===== src/rtl/btmx_ram.sv =====
// Generic simple dual-port RAM with one write port and a registered read port.
`default_nettype none

module btmx_ram #(
  parameter int unsigned WIDTH = 8,
  parameter int unsigned DEPTH = 16
) (
  input  wire logic                     clk_i,
  input  wire logic                     we_i,
  input  wire logic [$clog2(DEPTH)-1:0] waddr_i,
  input  wire logic [WIDTH-1:0]         wdata_i,
  input  wire logic [$clog2(DEPTH)-1:0] raddr_i,
  output logic      [WIDTH-1:0]         rdata_o
);

  logic [WIDTH-1:0] mem_q [DEPTH];

  always_ff @(posedge clk_i) begin
    if (we_i) begin
      mem_q[waddr_i] <= wdata_i;
    end
    rdata_o <= mem_q[raddr_i];
  end

endmodule

`default_nettype wire


===== config.mk =====
export PLATFORM = sky130hd
export DESIGN_NAME = btmx_ram
export DESIGN_NICKNAME = d
export VERILOG_FILES = /design/src/rtl/btmx_ram.sv
export SDC_FILE = /design/constraint.sdc
export NUM_CORES = 1
export LEC_CHECK = 0
export BUFFER_PORTS_ARGS = -buffer_cell sky130_fd_sc_hd__buf_4
export CORE_MARGIN = 5
export CORE_UTILIZATION = 40
export CTS_CLUSTER_DIAMETER = 40
export DETAILED_ROUTE_END_ITERATION = 12
export GPL_TIMING_DRIVEN = 0
export HOLD_SLACK_MARGIN = 0.03
export SYNTH_ARGS = -nofsm -noshare
export SYNTH_HDL_FRONTEND = slang
export SYNTH_SLANG_ARGS = --single-unit
export TNS_END_PERCENT = 10

===== constraint.sdc =====
create_clock -name clk_i -period 2.6 [get_ports clk_i]
set_input_delay 0.52 -clock clk_i [delete_from_list [all_inputs] [get_ports clk_i]]
set_output_delay 0.52 -clock clk_i [all_outputs]
set_load 0.01 [all_outputs]

==> impl_results.md, run 1 <==
- Die W: 123 microns
- Final hold violations: 0
- Share of cells above drive strength 1: 0.295
- Antenna-violating nets left: 0
- CP Data Required Time: 2610 ps
- Post-DP Area: 5540 sq um
- Status: completed
- Buffers on Ports: 24
- Post-DP HPWL: 6240 microns
- CP Launch Type: input pin
- Max-slew violation count: 0
- Setup crit start: waddr_i[2]
- EDFF count, synth: 128
- Max IR drop VDD: 0.460 mV
- Main flop type after synthesis: edfxtp_1
- CTS tree: done
- GRT Overall Usage: 0.142
- Post-synth top area cell: edfxtp_1
- Core Area: 12,600 sq um
- Final instance area: 6280 sq um
- Pwr Density: 899 nW/um^2
- Die area: 15,200 sq um
- Layout area overhead: 21.9%
- Synth unique cells: 19
- Drt pass-1 iters: 4
- RSZ-0062 raised after global routing: false
- Hold buffers post-CTS: 0
- Synth Warn #: 0
- Mapped Area: 5150 sq um
- FF+latch count, synth: 136
- Final min period: 2130 ps
- Longest Clk Path Bufs: 2
- Post-CTS Resized: 0
- GRT overflow: 0
- Hold WC Path Type: input pin to flop
- Yosys top cell area share: 0.747
- Largest net degree at the start of global routing: 17
- Post-DR wirelength/cell: 21.4 microns
- Num CTS Buffers: 17
- R2R cell count: 3
- DRC viols: 0
- DRT Wirelength: 9760 microns
- CTS root buffer: clkbuf_16
- Clk_lat worst skew: 410 ps
- Die H: 123 microns
- Crit-path cells: buf_4 -> or3b_2 -> nor3_1
- Worst Hold End: mem_q[7][6]
- Number of max-cap violations: 0
- Leak: 2.12 nW
- CP max FO: 8
- WP data arrival: 2140 ps
- Vias post-DR: 2,341
- Tcrit/Tclk final: 0.820
- Seq/Total Area, Yosys: 0.778
- Slowest cell on crit path: nor3_1
- Nets: 290
- Avg Inst Size Synth: 22.5 sq um
- Most numerous cell in the Yosys netlist: edfxtp_1
- Initial antenna violation count: 0
- Clock Skew: 12.3 ps
- Most frequent cells after synthesis: 128 x edfxtp_1, 18 x mux4_2, 16 x a22oi_1
- Tightest Pin Transition: 1280 ps
- Sink Count: 136
- Global-route wire length before repair: 14,700 microns
- Max Fclk: 469 MHz
- Worst-path clk slew: 60 ps
- Setup tns final: 0 ps
- Hold depth: 1
- Post-route core utilization: 0.497
- Post-CTS Repair Setup Buffers: 0
- Critical R2R Launch: mem_q[9][7]
- R2R setup slack: 1180 ps
- FFs w/ async S/R, synth: 0
- HP Start: wdata_i[6]
- Reg2reg end: rdata_o[7]
- Max incr delay on CP: 990 ps
- Setup violators final: 0
- Vias in the first global route: 2,422
- Ant diodes: 0
- Critical setup path kind: input pin to flop
- Placer Congestion: 0.704
- Vias per Instance: 5.12
- Num rows: 41
- Syn nets: 247
- Total power draw: 0.00564 W
- H-tree Lvls: 4
- Largest cells by area after synthesis: edfxtp_1 75%, mux4_2 7.9%, mux4_1 7.1%
- Cells after Synth: 229
- Initial DRC Count: 226
- I/O pin count: 26
- Crit. End Element: flop
- Initial Util: 0.408
- Slew headroom: 0.143
## where the power goes
part | total (W) | switching, W | internal [W] | leakage [nW]
Sequential | 0.00246 | 0.0000114 | 0.00245 | 1.22
Clock | 0.00293 | 0.000851 | 0.00208 | 0.358
Combinational | 0.000251 | 0.000139 | 0.000112 | 0.534
## per-stage QoR
step | hold slack (ps) | cells | setup slack, ps
3_3_place_gp | 659 | 425 | 5.56
4_1_cts | 412 | 457 | 459
2_1_floorplan | 619 | 229 | 587
3_5_place_dp | 671 | 425 | 24.6
6_report | 426 | 457 | 467
5_1_grt | 416 | 457 | 418
## cells in the final DEF (no fill, tap or decap), types with 3 or more instances in the layout
cell type,n
a22oi_1,16
nor2_1,13
bufinv_16,8
buf_6,3
clkdlybuf4s25_2,3
dfxtp_1,8
nand2_1,9
clkbuf_8,3
mux4_2,18
edfxtp_1,128
clkbuf_16,17
mux4_1,14
buf_2,3
nor3_1,4
buf_4,25
## logic make-up after synthesis
group	synth area share
simple gates	0.0318
buf+inv	0.0168
compound gates	0.0233
flops	0.778
mux	0.150
## cell type report
type / count / area (sq um)
multi-input cells: 83 / 1060
clock inverters: 11 / 263
well taps: 172 / 215
clock buffers: 21 / 470
flip-flops and latches: 136 / 4000
repair buffers: 24 / 180
fillers: 1041 / 6340
plain buffers: 10 / 86.3
## routing by layer
layer,GRT usage,share of wire,up-vias
li1,-,-,1058
met1,0.195,0.45,1218
met2,0.218,0.50,57
met3,0.0393,0.039,8
met4,0.0561,0.010,0
met5,0,0,-
## critical path, delay by kind of cell
kind / cells / cell delay (ps)
and+or+nand+nor: 2 / 1500
buffers and inverters: 1 / 120
## worst max path at each step
stage | endpoint | slack [ps]
after floorplan | mem_q[0][0] | 590
after global placement | mem_q[0][4] | 6
after detailed placement | mem_q[0][4] | 20
after CTS | mem_q[0][6] | 460
after global routing | mem_q[0][6] | 420
final | mem_q[0][4] | 470
## registers in the layout, summed over array words and instances (netlist names)
| signal | cells |
|---|---|
| mem_q | 128 |
| rdata_o | 8 |
Note: power is estimated with default switching activity, not from simulation.
==> run 2, diff against run 1 <==
==> constraint.sdc (replaced) <==
create_clock -name clk_i -period 1.83 [get_ports clk_i]
set_input_delay 0.366 -clock clk_i [delete_from_list [all_inputs] [get_ports clk_i]]
set_output_delay 0.366 -clock clk_i [all_outputs]
set_load 0.01 [all_outputs]
==> run 2 against run 1 <==
Effect of this change: sequential share of layout area grew 1.2 points; utilization is 0.95 points lower; worst hold slack worse by 150 ps; critical path depth stayed put; flip-flop and latch count is the same; sequential power up 42%; combinational power increased by 43%; wire length shrank 0.28%; final area is 1.9% lower; total power grew 29%.
==> impl_results.md, run 2 (synthesis gave the netlist of run 1 again) <==
- Status: completed (unchanged)
- CP delay by family, top: simple AND/OR/NAND/NOR gates (unchanged)
- Vias in the first global route: 2,347 (was 2,422)
- Die area: 15,200 sq um (unchanged)
- Largest net degree at the start of global routing: 17 (unchanged)
- Pwr Density: 1180 nW/um^2 (was 899 nW/um^2)
- WP data arrival: 1660 ps (was 2140 ps)
- DRC viols: 0 (unchanged)
- Met3 wire length: 601 microns (was 379 microns)
- Register with the most flip-flops: mem_q (unchanged)
- Top Registers: mem_q: 128 flops, rdata_o: 8 flops (unchanged)
- Hold depth: 1 (unchanged)
- Post-DP Area: 5550 sq um (was 5540 sq um)
- Switching part of the total: 0.188 (was 0.178)
- Vias per Instance: 5.04 (was 5.12)
- Initial antenna violation count: 0 (unchanged)
- Worst Hold End: mem_q[14][0] (was mem_q[7][6])
- Sink Count: 136 (unchanged)
- Post-DP HPWL: 6260 microns (was 6240 microns)
- Buffers on Ports: 24 (unchanged)
- Antenna-violating nets left: 0 (unchanged)
- Highest metal used: met4 (unchanged)
- Placer Congestion: 0.703 (was 0.704)
- I/O pin count: 26 (unchanged)
- Setup violators final: 0 (unchanged)
- Drt pass-1 iters: 4 (unchanged)
- Max incr delay on CP: 650 ps (was 990 ps)
- Post-CTS Resized: 0 (unchanged)
- Num CTS Buffers: 17 (unchanged)
- Final min period: 1620 ps
- Post-CTS Repair Setup Buffers: 0 (unchanged)
- Critical setup path kind: input pin to flop (unchanged)
- Final hold violations: 0 (unchanged)
- DRT Wirelength: 9740 microns (was 9760 microns)
- CP max FO: 8 (unchanged)
- Initial DRC Count: 100 (was 226)
- CP Data Required Time: 1860 ps (was 2610 ps)
- Ant diodes: 0 (unchanged)
- Max IR drop VDD: 0.586 mV (was 0.460 mV)
- GRT overflow: 0 (unchanged)
- Share of cells above drive strength 1: 0.295 (unchanged)
- Reg2reg end: rdata_o[7] (unchanged)
- CTS root buffer: clkbuf_16 (unchanged)
- R2R setup slack: 370 ps (was 1180 ps)
- Hold WC Path Type: input pin to flop (unchanged)
- Clock power frac: 0.470 (was 0.519)
- Post-Place Cells: 425 (unchanged)
- Max Fclk: 616 MHz
- Core Area: 12,600 sq um (unchanged)
- Crit-path cells: buf_4 -> or3b_2 -> nor2_1 (was buf_4 -> or3b_2 -> nor3_1)
- Switch Pwr: 0.00137 W (was 0.00100 W)
- Hold buffers post-CTS: 0 (unchanged)
- Global-route wire length before repair: 14,700 microns (about the same)
- R2R cell count: 3 (unchanged)
- Num rows: 41 (unchanged)
- Worst slack, placed: -280 ps (was 24.6 ps)
- Crit. End Element: flop (unchanged)
- Final instance area: 6160 sq um (was 6280 sq um)
- Setup tns final: 0 ps (unchanged)
- Tcrit/Tclk final: 0.887
- Die H: 123 microns (unchanged)
- Most frequent cells in the layout: 128 x edfxtp_1, 25 x buf_4, 18 x mux4_2 (unchanged)
- Post-DR wirelength/cell: 21.3 microns (was 21.4 microns)
- Clock Skew: 6.21 ps (was 12.3 ps)
- Fin cells: 457 (unchanged)
- Wire length on met1: 4180 microns (was 4370 microns)
- Largest register FFs: 128 (unchanged)
- Met2 WL post-DR: 4770 microns (was 4910 microns)
- Number of max-cap violations: 0 (unchanged)
- Die W: 123 microns (unchanged)
- Tightest Pin Transition: 1240 ps (was 1280 ps)
- Reg power frac: 0.481 (was 0.437)
- Worst path bufs/invs: 1 (unchanged)
- Commonest non-fill, non-tap cell in the layout: edfxtp_1 (unchanged)
- Total power draw: 0.00728 W (was 0.00564 W)
- GRT Overall Usage: 0.144 (was 0.142)
- CTS tree: done (unchanged)
- Initial Util: 0.408 (unchanged)
- Nets: 290 (unchanged)
- Max-slew violation count: 0 (unchanged)
- Int Pwr: 0.00592 W (was 0.00464 W)
- Slowest cell on crit path: nor2_1 (was nor3_1)
- Worst-path clk slew: 50 ps (was 60 ps)
- Critical R2R Launch: mem_q[10][7] (was mem_q[9][7])
- Final worst slack: 207 ps (was 467 ps)
- Layout area overhead: 19.6% (was 21.9%)
- H-tree Lvls: 4 (unchanged)
- HP Start: wdata_i[0] (was wdata_i[6])
- Vias post-DR: 2,301 (was 2,341)
- Combinational share of power: 0.049 (was 0.045)
- Clk_lat worst skew: 410 ps (about the same)
- Leak: 2.07 nW (was 2.12 nW)
- CP Launch Type: input pin (unchanged)
- Slew headroom: 0.170 (was 0.143)
- Longest Clk Path Bufs: 2 (unchanged)
- RSZ-0062 raised after global routing: false (unchanged)
[run 2: cell count changes in the layout (fill, tap and decap cells not counted), sizes merged]
cell    change
clkbuf      +2
inv         -2
bufinv      -5
clkinv      +5
[run 2: cell type report]
cell class	count	area (sq um)
timing repair buffer	24	180
tap	172	215
sequential	136	4000
buffer	10	86.3
multi-input combinational	83	1060
clock inverter	9	120
fill	1055	6460
clock buffer	23	488
[run 2: power by group through the flow]
stage / sequential (W) / combinational, W / clock (W)
4_1_cts: 0.00350 / 0.000366 / 0.00346
5_1_grt: 0.00351 / 0.000391 / 0.00363
2_1_floorplan: 0.00357 / 0.000177 / 0
3_3_place_gp: 0.00356 / 0.000360 / 0
6_report: 0.00350 / 0.000358 / 0.00342
3_5_place_dp: 0.00356 / 0.000365 / 0
[run 2: metal layers]
layer | GRT usage | vias to the layer above
met2 | 0.219 | 62
met5 | 0 | -
met1 | 0.192 | 1168
met4 | 0.0651 | 0
met3 | 0.0439 | 14
li1 | - | 1057
[run 2: how the worst max path moves through the flow]
stage	from	end	slack [ps]	cells past startpoint
2_1_floorplan	waddr_i[2]	mem_q[3][0]	200	2
3_3_place_gp	waddr_i[3]	mem_q[4][7]	-280	3
3_5_place_dp	waddr_i[3]	mem_q[4][0]	-280	3
4_1_cts	waddr_i[3]	mem_q[4][0]	150	3
5_1_grt	waddr_i[3]	mem_q[4][2]	30	3
6_report	waddr_i[2]	mem_q[1][4]	210	3
[run 2: per-stage QoR]
stage,hold slack [ps],util
2_1_floorplan,465,-
3_3_place_gp,656,0.440
3_5_place_dp,670,0.440
4_1_cts,273,0.488
5_1_grt,278,0.488
6_report,272,0.488
